--- src/hdl/rpn_pkg.sv ---
// Package for the RPN stack calculator: item types, opcodes, FSM states, divider request.
// No dependencies.
package rpn_pkg;

    localparam int STACK_DEPTH = 128;
    localparam int PTR_W       = $clog2(STACK_DEPTH + 1);
    localparam int ADDR_W      = $clog2(STACK_DEPTH);

    typedef enum logic [3:0] {
        OP_PUSH  = 4'd0,
        OP_ADD   = 4'd1,
        OP_SUB   = 4'd2,
        OP_MUL   = 4'd3,
        OP_DIV   = 4'd4,
        OP_REM   = 4'd5,
        OP_SHOW  = 4'd6,
        OP_DUP   = 4'd7,
        OP_SWAP  = 4'd8,
        OP_CLEAR = 4'd9,
        OP_POP   = 4'd10
    } op_t;

    typedef struct packed {
        logic [3:0]         op;
        logic signed [31:0] operand;
    } in_item_t;

    typedef struct packed {
        logic signed [31:0] shown_value;
        logic               shown_valid;
        logic [7:0]         depth;
        logic               empty_error;
        logic               overflow_error;
        logic               divide_error;
        logic               small_error;
        logic               unknown_error;
    } out_item_t;

    typedef enum logic [2:0] {
        ST_IDLE,
        ST_READ,
        ST_WAIT,
        ST_EXEC,
        ST_DIV,
        ST_WRITE
    } state_t;

    typedef struct packed {
        logic        start;
        logic        want_rem;
        logic [31:0] dividend;
        logic [31:0] divisor;
    } div_req_t;

endpackage

--- src/hdl/rpn_stack_ram.sv ---
// Stack memory: one write port, one registered read port.
// Uses rpn_pkg for depth and address width.
module rpn_stack_ram (
    input  logic                        clk,
    input  logic                        we,
    input  logic [rpn_pkg::ADDR_W-1:0]  waddr,
    input  logic [31:0]                 wdata,
    input  logic [rpn_pkg::ADDR_W-1:0]  raddr,
    output logic [31:0]                 rdata
);

    logic [31:0] mem [rpn_pkg::STACK_DEPTH];

    always_ff @(posedge clk)
    begin
        if (we)
            mem[waddr] <= wdata;
        rdata <= mem[raddr];
    end

endmodule
--- config.mk ---
export PLATFORM = sky130hd
export DESIGN_NAME = rpn_stack_ram
export DESIGN_NICKNAME = d
export VERILOG_FILES = /design/src/hdl/rpn_pkg.sv /design/src/hdl/rpn_stack_ram.sv
export SDC_FILE = /design/constraint.sdc
export NUM_CORES = 2
export LEC_CHECK = 0
export BUFFER_PORTS_ARGS = -buffer_cell sky130_fd_sc_hd__buf_2
export CAP_MARGIN = 20
export CORE_MARGIN = 3
export CORE_UTILIZATION = 60
export DETAILED_ROUTE_END_ITERATION = 8
export PLACE_DENSITY = 0.76
export SLEW_MARGIN = 20
export SYNTH_ARGS = -nofsm -noshare
export SYNTH_HDL_FRONTEND = slang
export SYNTH_SLANG_ARGS = --single-unit
--- constraint.sdc ---
create_clock -name clk -period 4.6 [get_ports clk]
set_input_delay 0.46 -clock clk [delete_from_list [all_inputs] [get_ports clk]]
set_output_delay 0.46 -clock clk [all_outputs]
set_load 0.02 [all_outputs]
==> qor.yml <==
power:
  sequential_share_of_power_pct: 53.1
  sw_power_uw: 16560
  irDropWorstVdd_uv: 411.7
  p_leak_uw: 0.05459
  power_frac_clock_pct: 41.6
  sw_frac_of_total_pct: 21.08
  intPower_uw: 61980
  combPwrFrac_pct: 5.3
  powerDensity_nw_per_um2: 443.4
synthesis:
  postSynthNetCount: 6038
  synth-seq-area-share_pct: 79.12
  ys.warnings.count: 0
  synthTopCellsByArea: "sky130_fd_sc_hd__edfxtp_1 (79%), sky130_fd_sc_hd__mux4_2 (19%), sky130_fd_sc_hd__clkbuf_1 (0.44%), sky130_fd_sc_hd__dfxtp_1 (0.41%), sky130_fd_sc_hd__nor2_1 (0.29%)"
  synthDistinctLibCells: 17
  syn-cell-area_um2: 156300
  synth.avg_cell_area_um2: 26.09
  postSynthCellCount: 5990
  yosysTopAreaCell: "sky130_fd_sc_hd__edfxtp_1"
  fraction_of_post_synthesis_cell_area_in_the_top_cell_type_by_area_pct: 78.71
  ys_ff_latch: 4128
worst_setup_path:
  cpMostUsedCell: "sky130_fd_sc_hd__mux4_2"
  worstPathRequired_ns: 5.48
  crit_path_max_incr_delay_ns: 0.62
  worst-setup-path-type: "primary input to flip-flop"
  critical_path.startpoint_type: "primary input"
  cp_data_arrival_time_ns: 3.83
  path_cells: "buf_12, buf_12, buf_4, buf_4, mux4_2, mux4_2, mux4_2, mux2_2"
  timing.critical_path.slowest_stage_cell: "sky130_fd_sc_hd__mux4_2"
  cp_max_fo: 31
  cp-end-kind: "flip-flop"
  reg2reg_depth: 4
hold_path:
  min_path_cells: 1
  path_category_of_the_worst_min_delay_check: "primary input to flip-flop"
die:
  die_w_um: 516.4
  boundaryPins: 80
  design.core.area_um2: 257900
  fp.dieH_um: 516.4
  start_util_pct: 60.61
  placementRows: 186
  die_area_um2: 266600
clocking:
  clock_sinks: 4128
  cts_hold_repair.buffers: 6
  tritoncts: "done"
  clock_tree.buffer_depth: 4
  clockRootBuffer: "sky130_fd_sc_hd__clkbuf_16"
  cts_resized: 0
  cts.clk_slew.worst_paths_ns: 0.07
  cts_post_setup_buffers_inserted: 0
  insertion_delay_ns: 1.00
  cts_buffers: 407
  cts-htree-levels: 5
sta:
  finalHoldViolations: 0
  worst_slack_ns: 1.656
  totalNegativeSetupSlack_ns: 0
  fin_crit_sh_pct: 64.01
  post-route-min-period_ns: 2.944
  max_slew_margin_pct: 22.90
  worstMarginPinSlew_ns: 1.156
  timing.hold.ws_ns: 0.02234
  timing.final.setup_violations: 0
  fin_skew_ns: 0.07355
  report.final.slew_viol_count: 0
  achievable-frequency_mhz: 339.6
  rsz0062_at_grt: "no"
final_layout:
  fillCellCount: 14140
  final_nets: 6550
  most_frequent_standard_cell_in_the_layout_excluding_fill_and_tap_cells: "sky130_fd_sc_hd__edfxtp_1"
  flow.area_growth_from_synthesis_pct: 13.34
  layout_common_cells: "sky130_fd_sc_hd__edfxtp_1 (4096), sky130_fd_sc_hd__mux4_2 (1344), sky130_fd_sc_hd__clkbuf_16 (410), sky130_fd_sc_hd__buf_4 (296), sky130_fd_sc_hd__nor2_4 (119)"
  regArea_um2: 123600
  drive_above_1_share_pct: 36.49
  multi_input_combinational_cell_area_um2: 32290
grt:
  gr_ovfl_total: 0
  via_count_of_the_first_global_routing_pass: 76000
  wire_length_of_the_first_global_routing_pass_um: 599500
  grt_usage_pct: 32.74
  largest_net_degree_at_the_start_of_global_routing: 108
  grt_antenna_before_repair: 68
routing:
  finalWirelength_um: 426000
  dr_total_vias: 74480
  viasPerCell: 7.278
  detail_route.iter0.violations: 13120
  drcViolationCount: 0
  route.antenna.remaining_nets: 0
  post_drt_wl_per_cell_um: 41.63
  firstDrtPassIters: 6
placement:
  port_buffers: 79
  dp_worst_setup_slack_ns: 0.7210
  finalWeightedCongestion: 0.8458
  detailed_place_hpwl_um: 221900
run:
  maxCapViolCount: 0
outcome:
  result_of_the_run: "completed"
-- Yosys cell counts --
cell,number
sky130_fd_sc_hd__edfxtp_1,4096
sky130_fd_sc_hd__mux4_2,1344
sky130_fd_sc_hd__clkbuf_1,182
sky130_fd_sc_hd__nor2_1,122
sky130_fd_sc_hd__buf_2,79
sky130_fd_sc_hd__buf_1,50
sky130_fd_sc_hd__dfxtp_1,32
sky130_fd_sc_hd__mux2_2,32
sky130_fd_sc_hd__nand2_1,14
sky130_fd_sc_hd__nand3_1,12
sky130_fd_sc_hd__nor3_1,9
sky130_fd_sc_hd__nor2b_1,7
sky130_fd_sc_hd__buf_4,3
sky130_fd_sc_hd__nand4_1,3
sky130_fd_sc_hd__buf_6,2
sky130_fd_sc_hd__nand2b_1,2
sky130_fd_sc_hd__or3_1,1
-- layout make-up --
| type | instances | share of cell area (%) |
|---|---|---|
| clock buffer | 495 | 5.995 |
| sequential | 4128 | 69.81 |
| tap | 3384 | 2.391 |
| antenna | 34 | 0.04804 |
| clock inverter | 227 | 1.273 |
| multi-input combinational | 1546 | 18.23 |
| timing repair buffer | 419 | 2.255 |
-- power by group through the flow --
stage / registers [uW] / clock network [uW] / logic, uW
after detailed placement: 42500 / 0 / 4000
final: 41700 / 32700 / 4150
after global routing: 41700 / 34300 / 4270
after floorplan: 42400 / 0 / 2000
after global placement: 42500 / 0 / 3910
after CTS: 41700 / 32900 / 4090
-- logic make-up (layout without fill, tap and decap cells) --
group / Yosys count / count (layout) / share of synthesized area, %
flops: 4128 / 4128 / 79.12
mux: 1376 / 1376 / 19.60
buf+inv: 316 / 1141 / 0.8391
simple gates: 170 / 170 / 0.4460
other cells: 0 / 34 / 0
-- registers in the layout, indices dropped and copies added (netlist names) --
signal / flops
rdata: 32
mem: 4096
-- critical path, delay by kind of cell --
family | cells | cell delay (ns)
muxes | 4 | 2.02
buffers and inverters | 4 | 1.28
-- per-stage QoR --
stage | util, % | std cells | total power [uW] | instance area (um^2)
5_1_grt | 68.67 | 10220 | 80230 | 177100
3_3_place_gp | 63.64 | 9471 | 46370 | 164100
3_5_place_dp | 63.64 | 9471 | 46470 | 164100
2_1_floorplan | - | 5990 | 44450 | 156300
4_1_cts | 68.66 | 10200 | 78680 | 177000
6_report | 68.69 | 10230 | 78530 | 177100
-- layer usage --
layer | track usage, % | vias up | share of wire, % | routed length (um)
li1 | - | 27420 | - | -
met1 | 44.42 | 39450 | 33 | 139300
met5 | 0 | - | 0.039 | 165
met4 | 13.88 | 26 | 4.8 | 20610
met3 | 9.393 | 1024 | 14 | 60170
met2 | 50.85 | 6556 | 48 | 205700
-- path summary, 6_finish.rpt --
path                            slack [ns]   startpoint           to
worst max-delay path                  1.66     raddr[0]    rdata[16]
worst min-delay path                  0.02    wdata[23]  mem[83][23]
worst max register to register        1.93  mem[48][11]    rdata[11]
worst min register to register        1.09  mem[124][2]     rdata[2]
Power figures use the tool's default switching activity.
