`config.mk`:
```
export PLATFORM = sky130hd
export DESIGN_NAME = rpn_divider
export DESIGN_NICKNAME = d
export VERILOG_FILES = /design/src/hdl/rpn_pkg.sv /design/src/hdl/rpn_divider.sv
export SDC_FILE = /design/constraint.sdc
export NUM_CORES = 1
export LEC_CHECK = 0
export BUFFER_PORTS_ARGS = -buffer_cell sky130_fd_sc_hd__clkbuf_2
export CORE_MARGIN = 5
export CORE_UTILIZATION = 55
export DETAILED_ROUTE_END_ITERATION = 12
export PLACE_DENSITY_LB_ADDON = 0.1
export SLEW_MARGIN = 15
export SYNTH_ARGS = -nofsm -noshare
export SYNTH_HDL_FRONTEND = slang
export SYNTH_SLANG_ARGS = --single-unit
```
`constraint.sdc`:
```
create_clock -name clk -period 3.16 [get_ports clk]
set_input_delay 0.158 -clock clk [delete_from_list [all_inputs] [get_ports clk]]
set_output_delay 0.158 -clock clk [all_outputs]
set_load 0.03 [all_outputs]
```
`src/hdl/rpn_pkg.sv`:
```
// Package for the RPN stack calculator: item types, opcodes, FSM states, divider request.
// No dependencies.
package rpn_pkg;

    localparam int STACK_DEPTH = 128;
    localparam int PTR_W       = $clog2(STACK_DEPTH + 1);
    localparam int ADDR_W      = $clog2(STACK_DEPTH);

    typedef enum logic [3:0] {
        OP_PUSH  = 4'd0,
        OP_ADD   = 4'd1,
        OP_SUB   = 4'd2,
        OP_MUL   = 4'd3,
        OP_DIV   = 4'd4,
        OP_REM   = 4'd5,
        OP_SHOW  = 4'd6,
        OP_DUP   = 4'd7,
        OP_SWAP  = 4'd8,
        OP_CLEAR = 4'd9,
        OP_POP   = 4'd10
    } op_t;

    typedef struct packed {
        logic [3:0]         op;
        logic signed [31:0] operand;
    } in_item_t;

    typedef struct packed {
        logic signed [31:0] shown_value;
        logic               shown_valid;
        logic [7:0]         depth;
        logic               empty_error;
        logic               overflow_error;
        logic               divide_error;
        logic               small_error;
        logic               unknown_error;
    } out_item_t;

    typedef enum logic [2:0] {
        ST_IDLE,
        ST_READ,
        ST_WAIT,
        ST_EXEC,
        ST_DIV,
        ST_WRITE
    } state_t;

    typedef struct packed {
        logic        start;
        logic        want_rem;
        logic [31:0] dividend;
        logic [31:0] divisor;
    } div_req_t;

endpackage

```
`src/hdl/rpn_divider.sv`:
```
// Iterative signed divider, one quotient bit per cycle over 48 bits (32 for remainder).
// Gives saturated Q16.16 quotient or raw remainder. Uses rpn_pkg.
module rpn_divider (
    input  logic               clk,
    input  logic               rst_n,
    input  rpn_pkg::div_req_t  req,
    output logic               done,
    output logic signed [31:0] result
);

    logic [47:0] quot_reg, quot_next;
    logic [32:0] rem_reg, rem_next;
    logic [31:0] dvs_reg, dvs_next;
    logic [5:0]  cnt_reg, cnt_next;
    logic        busy_reg, busy_next;
    logic        neg_q_reg, neg_q_next, neg_r_reg, neg_r_next, rem_mode_reg, rem_mode_next;
    logic [32:0] trial;
    logic [31:0] a_mag, b_mag;
    logic [47:0] qv;
    logic [31:0] rv;

    always_comb
    begin
        a_mag = req.dividend[31] ? (~req.dividend + 32'd1) : req.dividend;
        b_mag = req.divisor[31] ? (~req.divisor + 32'd1) : req.divisor;
        trial = {rem_reg[31:0], quot_reg[47]} - {1'b0, dvs_reg};
        quot_next = quot_reg; rem_next = rem_reg; dvs_next = dvs_reg;
        cnt_next = cnt_reg; busy_next = busy_reg; neg_q_next = neg_q_reg;
        neg_r_next = neg_r_reg; rem_mode_next = rem_mode_reg;
        done = 1'b0;
        if (req.start && !busy_reg)
        begin
            quot_next = {a_mag, 16'd0};
            rem_next = '0;
            dvs_next = b_mag;
            cnt_next = req.want_rem ? 6'd32 : 6'd48;
            busy_next = 1'b1;
            neg_q_next = req.dividend[31] ^ req.divisor[31];
            neg_r_next = req.dividend[31];
            rem_mode_next = req.want_rem;
        end
        else if (busy_reg)
        begin
            if (cnt_reg == 6'd0)
            begin
                done = 1'b1;
                busy_next = 1'b0;
            end
            else
            begin
                if (!trial[32])
                begin
                    rem_next = trial;
                    quot_next = {quot_reg[46:0], 1'b1};
                end
                else
                begin
                    rem_next = {rem_reg[31:0], quot_reg[47]};
                    quot_next = {quot_reg[46:0], 1'b0};
                end
                cnt_next = cnt_reg - 6'd1;
            end
        end
        qv = quot_reg;
        rv = rem_reg[31:0];
        if (rem_mode_reg)
            result = neg_r_reg ? (~rv + 32'd1) : rv;
        else if (neg_q_reg)
            result = (qv > 48'h0000_8000_0000) ? 32'h8000_0000 : (~qv[31:0] + 32'd1);
        else
            result = (qv > 48'h0000_7FFF_FFFF) ? 32'h7FFF_FFFF : qv[31:0];
    end

    always_ff @(posedge clk or negedge rst_n)
    begin
        if (!rst_n)
        begin
            busy_reg <= 1'b0;
            cnt_reg  <= '0;
        end
        else
        begin
            busy_reg <= busy_next;
            cnt_reg  <= cnt_next;
        end
    end

    always_ff @(posedge clk)
    begin
        quot_reg <= quot_next;
        rem_reg <= rem_next;
        dvs_reg <= dvs_next;
        neg_q_reg <= neg_q_next;
        neg_r_reg <= neg_r_next;
        rem_mode_reg <= rem_mode_next;
    end

endmodule

```
==> metrics.csv, run 1 <==
metric,value,unit
status,"finished, violations left",
failing checks,setup timing,
chip height,142,microns
routability cong.,0.981,
"count leader, synth",nand2_1,
Sw Pwr,6.36,mW
GRT Util Overall,29.1,%
Final Hold Viols,0,
Syn Inst Count,1167,
most frequent cells after synthesis,"nand2_1, o21ai_0, xor2_1",
critical path class,reg2out,
"Design Area, Final",13000,sq um
Area after DPL,11300,sq um
post-DR wirelength/cell,19.0,microns
startpoint types,register,
Core ar.,17200,sq um
Synth area leader,edfxtp_1,
gr ovfl total,0,
cell area power density,1060,nW/um^2
P&R area growth vs syn,35.7,%
Design Power,13.8,mW
area share of the largest cell type after synthesis,21.1,%
total wire length,30600,microns
WP data required,3000,ps
Slew Limit Fails,0,
first-pass GRT wire length,47300,microns
fin crit share,117,%
kind of cell adding the most delay to the critical path,simple AND/OR/NAND/NOR gates,
CP max FO,8,
Multi-input gate area,6770,sq um
Synthesis Warnings,0,
Clock power frac,13.2,%
Place WS,-146,ps
row count,48,
First DRT Iteration DRCs,1113,
effective utilization at floorplan,55.6,%
Int Power,7.43,mW
maximum clock rate,271,MHz
# setup viols final,29,
largest net degree at the start of global routing,61,
Seq pwr share,22.3,%
Net Sw Frac,46.1,%
register area,3150,sq um
IO Count,101,
CP max stage delay,550,ps
crit path buf inv count,2,
critical path's slowest cell,or4_4,
crit-path most repeated cell,or3_4,
"Critical Path, Cell by Cell",or4_4 > or3_4 > or3_4 > o41ai_4 > nand3_4 > buf_4 > or3b_4 > a32oi_4 > buf_8,
"Clk Latency, worst-skew pair",420,ps
clock root cell,clkbuf_16,
vias after detailed routing,10188,
syn avg cell area,8.18,sq um
syn_nets,1273,
htree depth,4,
"top cells by area, synth","edfxtp_1, dfxtp_1, o21ai_0, xor2_1, nand2_1",
RSZ-0062 raised after global routing,yes,
"Min Clock Period, post-route",3690,ps
post-DP HPWL,21200,microns
I/O Buffers,100,
Cell variety after synth,69,
HP Class,in2reg,
max FFs per register,48,
worst vdd ir,882,uV
Die ar.,20100,sq um
post-layout util,75.4,%
CP endpoint kind,output pin,
ant diodes,0,
Layout Nets,1480,
Initial DRT Pass Iterations,7,
CP Data Arrival Time,3530,ps
"EDFF count, synth",67,
Clock Tree Buf Depth,2,
Final ANT Viol Nets,0,
max-cap viol count,0,
layout cell share with drive strength beyond 1,29.9,%
"Seq/Total Area, Yosys",33.0,%
Slew @ Worst Pin,1100,ps
Main synth FF type,edfxtp_1,
Num CTS Buffers,17,
clk sinks,122,
vias in the first global route,9240,
CTS tree,done,
Mapped Area,9550,sq um
final clock skew,6.19,ps
Comb power frac,64.5,%
DRC Markers,0,
Max-slew headroom,26.7,%
Via-to-Cell Ratio,6.32,
fill count,1235,
final worst slack,-525,ps
initial antenna violation count,0,
"Async S/R FF share, synth",5.74,%
"flops & latches, synth",122,
Clock transition at path regs,60,ps
Leak,5.29,nW
Die W,142,microns
[layout make-up]
class | instances | share of cell area [%]
multi-input combinational | 926 | 52.2
inverter | 57 | 1.65
tap | 225 | 2.17
clock inverter | 13 | 0.801
timing repair buffer | 250 | 15.4
sequential | 122 | 24.3
clock buffer | 19 | 3.42
[per-stage QoR]
stage | setup TNS, ps | instances | hold WS, ps
final | -11100 | 1612 | 39.6
after global routing | -15290 | 1612 | 50.5
after CTS | -10200 | 1598 | 36.8
after detailed placement | -4000 | 1552 | 0.663
after global placement | -605 | 1552 | 4.68
after floorplan | -36.6 | 1167 | -138
[power by group through the flow]
stage	registers [mW]	clock network, mW	logic (mW)
3_3_place_gp	2.98	0	7.21
6_report	3.07	1.82	8.89
5_1_grt	3.13	1.91	9.49
3_5_place_dp	3.00	0	7.34
4_1_cts	3.02	1.83	8.11
2_1_floorplan	3.01	0	4.62
[metal layers]
metal / wire length, microns / global-route usage (%) / up-vias
li1: - / - / 4727
met1: 12900 / 39.5 / 4810
met2: 13900 / 46.9 / 541
met3: 2580 / 5.22 / 110
met4: 1240 / 10.0 / 0
met5: 0 / 0 / -
[cell families after synthesis]
kind of cell               count (synthesis)  share of synthesized area [%]
AOI/OAI and AO/OA                        334                           22.1
buffers and inverters                    121                           4.84
muxes                                     20                           2.10
xor gates and xnor gates                 119                           10.9
DFF                                      122                           33.0
adders and majority gates                 38                           5.06
and+or+nand+nor                          413                           22.1
[worst paths after layout]
path / cells past startpoint / to / from / slack, ps
max: 9 / result[13] / quot_reg[22] / -530
max reg2reg: 11 / rem_reg[26] / dvs_reg[0] / 40
min: 2 / dvs_reg[25] / req[25] / 40
max in group asynchronous: 2 / cnt_reg[4] / rst_n / 2900
min in group asynchronous: 2 / cnt_reg[5] / rst_n / 100
min reg2reg: 2 / rem_reg[11] / rem_reg[11] / 520
[timing repair]
item                                   CTS  global route
setup buffers                           11            18
setup endpoints to repair               65            64
endpoints found under the hold margin   10             0
pin swaps                               24            26
hold buffers                             3             0
gates resized for setup                138           102
cloned                                   3             0
[placed cells by master, fill, tap and decap left out, types with 24 or more instances in the layout]
master / n
clkbuf_8: 24
ha_1: 35
inv_1: 55
o31ai_1: 27
xnor2_1: 49
o21ai_1: 24
edfxtp_1: 67
nand3_1: 50
a21oi_1: 45
clkbuf_2: 68
nand2_1: 153
xor2_1: 69
buf_4: 132
dfxtp_1: 46
nor2_1: 35
o21ai_0: 104
Note: power is estimated with default switching activity, not from simulation.
==> inputs of run 2 (changes only) <==
--- a/config.mk
+++ b/config.mk
@@ -6,10 +6,12 @@
 export NUM_CORES = 1
 export LEC_CHECK = 0
 export BUFFER_PORTS_ARGS = -buffer_cell sky130_fd_sc_hd__clkbuf_2
+export CORE_ASPECT_RATIO = 1.1
 export CORE_MARGIN = 5
 export CORE_UTILIZATION = 55
 export DETAILED_ROUTE_END_ITERATION = 12
 export PLACE_DENSITY_LB_ADDON = 0.1
+export RECOVER_POWER = 50
 export SLEW_MARGIN = 15
 export SYNTH_ARGS = -nofsm -noshare
 export SYNTH_HDL_FRONTEND = slang
==> run 2 against run 1 <==
Against the previous run: the run ends with capacitance limit, slew limit, setup timing left; core utilization is 0.24 points higher; final area shrank 0.62%; sequential power is 2% higher; global-route usage is 0.28 points lower; clock skew is essentially flat; flip-flop and latch count did not move; combinational power down 2%; non-clock buffer count up 1; clock power decreased by 5%; power is 1.7% lower; final cell count is 0.62% higher; critical endpoint is now result[14]; largest power group unchanged.
==> metrics.csv, run 2 (same netlist as run 1, synthesis figures left out) <==
metric,value,unit
status,"finished, violations left",
failing checks,"capacitance limit, slew limit, setup timing",
IO Count,101,
final worst slack,-649,ps
CP Data Arrival Time,3650,ps
Initial DRT Pass Iterations,5,
Die ar.,20100,sq um
layout cell share with drive strength beyond 1,29.0,%
# setup viols final,30,
gr ovfl total,0,
Design Power,13.5,mW
DRC Markers,0,
Slew @ Worst Pin,2070,ps
fin crit share,121,%
largest net degree at the start of global routing,61,
First DRT Iteration DRCs,1032,
max-cap viol count,1,
ant diodes,0,
"Design Area, Final",12900,sq um
most frequent cells in the layout,"nand2_1, buf_4, o21ai_0",
routability cong.,0.975,
WP data required,3000,ps
RSZ-0062 raised after global routing,yes,
vias after detailed routing,10039,
Final ANT Viol Nets,0,
chip height,148,microns
CTS tree,done,
final clock skew,6.48,ps
Slew Limit Fails,36,
CP max FO,7,
P&R area growth vs syn,34.9,%
Max-slew headroom,-38.0,%
Layout Nets,1481,
cell area power density,1050,nW/um^2
post-DP HPWL,21000,microns
htree depth,4,
Final Hold Viols,0,
clock root cell,clkbuf_16,
maximum clock rate,263,MHz
Area after DPL,11200,sq um
Core ar.,17000,sq um
startpoint types,register,
"Clk Latency, worst-skew pair",420,ps
I/O Buffers,100,
Die W,136,microns
initial antenna violation count,0,
effective utilization at floorplan,56.1,%
setup_tns,-14740,ps
minimum hold slack,38.4,ps
Leak,5.24,nW
"Min Clock Period, post-route",3810,ps
HP Class,in2reg,
first-pass GRT wire length,46800,microns
Via-to-Cell Ratio,6.19,
GRT Util Overall,28.8,%
"commonest non-fill, non-tap cell in the layout",nand2_1,
worst vdd ir,534,uV
fill count,1252,
max FFs per register,48,
Clock transition at path regs,50,ps
CP endpoint kind,output pin,
Clock Tree Buf Depth,2,
critical path class,reg2out,
clk sinks,122,
total wire length,30300,microns
row count,50,
vias in the first global route,9144,
post-DR wirelength/cell,18.7,microns
Num CTS Buffers,17,
[run 2: changes by cell type in the layout (fill, tap and decap cells not counted), sizes merged]
cell,previous run,this run
buf,155,154
bufinv,1,0
clkbuf,111,112
clkinv,7,9
clkinvlp,5,4
inv,57,58
nand3,54,55
o31a,3,2
[run 2: cell type report]
type / instances / area [sq um] / area share, %
multi-input cells: 926 / 6690 / 52.0
flip-flops and latches: 122 / 3150 / 24.5
repair buffers: 251 / 2020 / 15.7
well taps: 234 / 293 / 2.27
clock inverters: 14 / 82.6 / 0.641
clock buffers: 18 / 429 / 3.33
inverters: 57 / 214 / 1.66
[run 2: worst paths after layout]
check,start,endpoint,slack (ps),cells after the start
worst max-delay path,quot_reg[25],result[14],-650,11
max in group asynchronous,rst_n,cnt_reg[3],2720,2
worst min-delay path,req[25],dvs_reg[25],40,2
worst min register to register,cnt_reg[1],cnt_reg[1],520,2
worst max register to register,dvs_reg[0],rem_reg[10],10,12
min in group asynchronous,rst_n,cnt_reg[4],160,2
[run 2: report_power, final]
part           switching, mW  total, mW  internal [mW]
clock network          0.736       1.72          0.985
logic                   4.91       8.71           3.80
registers              0.615       3.12           2.51
[run 2: stage by stage]
| step | utilization (%) | setup slack (ps) | std cells |
|---|---|---|---|
| after floorplan | - | -19.1 | 1167 |
| after global placement | 65.9 | -87.9 | 1557 |
| after detailed placement | 65.9 | -90.3 | 1557 |
| after CTS | 72.7 | -510 | 1608 |
| after global routing | 75.7 | -703 | 1622 |
| final | 75.7 | -649 | 1622 |
[run 2: critical path, cell delays in order, from the launching register on]
cell and delay [ps]:
edfxtp_1 390, or4_4 550, or3_4 340, or3_4 380, o41ai_4 370, nand3_4 180, buf_8 200, buf_6 120
o21ai_1 160, nand2_1 120, a32oi_4 250, buf_8 160
[run 2: per-layer routing]
metal	global-route usage, %	vias to the layer above	part of all wire [%]
met5	0	-	0
met4	12.0	0	5.5
met3	5.24	115	6.9
met2	47.7	479	47
met1	37.1	4705	40
li1	-	4740	-
[run 2: timing repair]
| action | CTS | global route |
|---|---|---|
| endpoints found under the hold margin | 10 | 0 |
| gates resized for setup | 117 | 126 |
| pin swaps | 17 | 37 |
| hold buffers | 3 | 0 |
| cloned | 2 | 3 |
| setup buffers | 15 | 13 |
| setup endpoints to repair | 63 | 65 |
==> inputs of run 3 (changes only) <==
--- a/config.mk
+++ b/config.mk
@@ -12,6 +12,8 @@
 export DETAILED_ROUTE_END_ITERATION = 12
 export PLACE_DENSITY_LB_ADDON = 0.1
 export RECOVER_POWER = 50
+export REMOVE_ABC_BUFFERS = 1
+export SETUP_SLACK_MARGIN = 0.3
 export SLEW_MARGIN = 15
 export SYNTH_ARGS = -nofsm -noshare
 export SYNTH_HDL_FRONTEND = slang
==> run 3 against run 2 <==
Against the previous run: largest cell class unchanged; register-to-register slack about the same; die area unchanged; the run ends with setup timing left; routed wire length decreased by 7.3%.
==> metrics.csv, run 3 (same netlist as run 1, synthesis figures left out) <==
metric,value,unit
CP Data Arrival Time,3510,ps
P&R area growth vs syn,33.4,%
Clock power frac,13.6,%
htree depth,4,
Slew @ Worst Pin,1430,ps
critical path class,reg2out,
cell area power density,1090,nW/um^2
GRT Util Overall,27.8,%
total wire length,28100,microns
r2r worst-path depth,16,
Max-slew headroom,4.39,%
most frequent cells in the layout,"buf_4, nand2_1, o21ai_0",
Slew Limit Fails,0,
post-DP HPWL,19900,microns
routability cong.,0.902,
Clock Tree Buf Depth,2,
IO Count,101,
clk sinks,122,
Leak,5.28,nW
Comb power frac,64.1,%
Sw Pwr,6.21,mW
fill count,1261,
largest net degree at the start of global routing,58,
row count,50,
first-pass GRT wire length,45100,microns
Die W,136,microns
Seq pwr share,22.3,%
CP endpoint kind,output pin,
I/O Buffers,100,
initial antenna violation count,0,
"Clk Latency, worst-skew pair",430,ps
layout cell share with drive strength beyond 1,27.8,%
Via-to-Cell Ratio,5.94,
final clock skew,8.24,ps
Final Hold Viols,0,
max-cap viol count,0,
vias in the first global route,9334,
Design Power,13.9,mW
"Min Clock Period, post-route",3670,ps
reg2reg start,quot_reg[47],
Num CTS Buffers,17,
final worst slack,-511,ps
Final ANT Viol Nets,0,
status,"finished, violations left",
RSZ-0062 raised after global routing,yes,
Place WS,-147,ps
max FFs per register,48,
clock root cell,clkbuf_16,
Int Power,7.73,mW
ant diodes,0,
CP max FO,11,
Die ar.,20100,sq um
startpoint types,register,
WP data required,3000,ps
chip height,148,microns
vias after detailed routing,9726,
crit path from,quot_reg[25],
Worst Hold Depth,2,
fin crit share,116,%
FF-to-FF setup slack,20,ps
worst vdd ir,568,uV
Initial DRT Pass Iterations,5,
Clock transition at path regs,60,ps
DRC Markers,0,
HP Class,in2reg,
hold_sp,req[21],
post-DR wirelength/cell,17.2,microns
CTS tree,done,
# setup viols final,31,
Core ar.,17000,sq um
First DRT Iteration DRCs,655,
gr ovfl total,0,
reg-to-reg endpoint,rem_reg[9],
Net Sw Frac,44.5,%
Layout Nets,1497,
"commonest non-fill, non-tap cell in the layout",buf_4,
maximum clock rate,272,MHz
effective utilization at floorplan,56.1,%
CP endpoint,result[13],
failing checks,setup timing,
-- run 3: changes by cell type in the layout (fill, tap and decap cells not counted), sizes merged --
| cell | previous run | this run |
|---|---|---|
| buf | 154 | 183 |
| clkbuf | 112 | 106 |
| clkinv | 9 | 2 |
| clkinvlp | 4 | 2 |
| inv | 58 | 61 |
| nand3 | 55 | 54 |
-- run 3: power by group through the flow --
| stage | clock (mW) | combinational (mW) | sequential, mW |
|---|---|---|---|
| after detailed placement | 0 | 7.18 | 3.03 |
| after global placement | 0 | 7.04 | 3.02 |
| after CTS | 1.90 | 8.28 | 3.05 |
| after floorplan | 0 | 4.27 | 3.11 |
| after global routing | 1.99 | 9.70 | 3.17 |
| final | 1.90 | 8.93 | 3.10 |
-- run 3: worst max-delay path, stage by stage (launching register included) --
cell and delay [ps]:
edfxtp_1 400, or4_4 550, or3_4 350, or3_4 370, o41ai_2 200, nand3_1 160, buf_6 190, or3b_2 430
a32oi_1 220, buf_4 200
-- run 3: repair_timing --
action                                 4_1_cts  5_1_grt
hold buffers                                 3        0
endpoints found under the hold margin       10        0
gates resized for setup                    153       77
pin swaps                                   33       27
setup buffers                               14        8
setup endpoints to repair                   65       65
gates cloned                                 3        0
-- run 3: how the worst min path moves through the flow --
stage	end
global route	dvs_reg[31]
floorplan	busy_reg
finish	dvs_reg[21]
detailed placement	cnt_reg[4]
global placement	cnt_reg[4]
CTS	dvs_reg[21]
-- run 3: cell type report --
type	count	area, sq um	share of cell area (%)
timing repair buffer	268	2020	15.8
clock inverter	8	52.6	0.413
inverter	57	216	1.70
multi-input combinational	925	6480	50.9
clock buffer	24	524	4.12
tap	234	293	2.30
sequential	122	3150	24.7
-- run 3: per-stage QoR --
step	TNS, ps	instances	hold slack, ps	instance area, sq um	utilization [%]
global placement	-1180	1578	-0.292	11200	65.9
finish	-11890	1638	30.9	12700	74.8
CTS	-11070	1630	26.1	12500	73.3
global route	-16930	1638	38.4	12700	74.8
detailed placement	-2760	1578	-2.57	11200	65.9
floorplan	-123030	1103	-138	9300	-
-- run 3: layer usage --
layer / part of all wire (%) / global-route usage [%] / up-vias / wire [microns]
met1: 41 / 33.8 / 4541 / 11600
li1: - / - / 4771 / -
met3: 5.3 / 3.72 / 80 / 1490
met4: 3.9 / 12.7 / 0 / 1100
met2: 50 / 48.9 / 334 / 14000
met5: 0 / 0 / - / 0
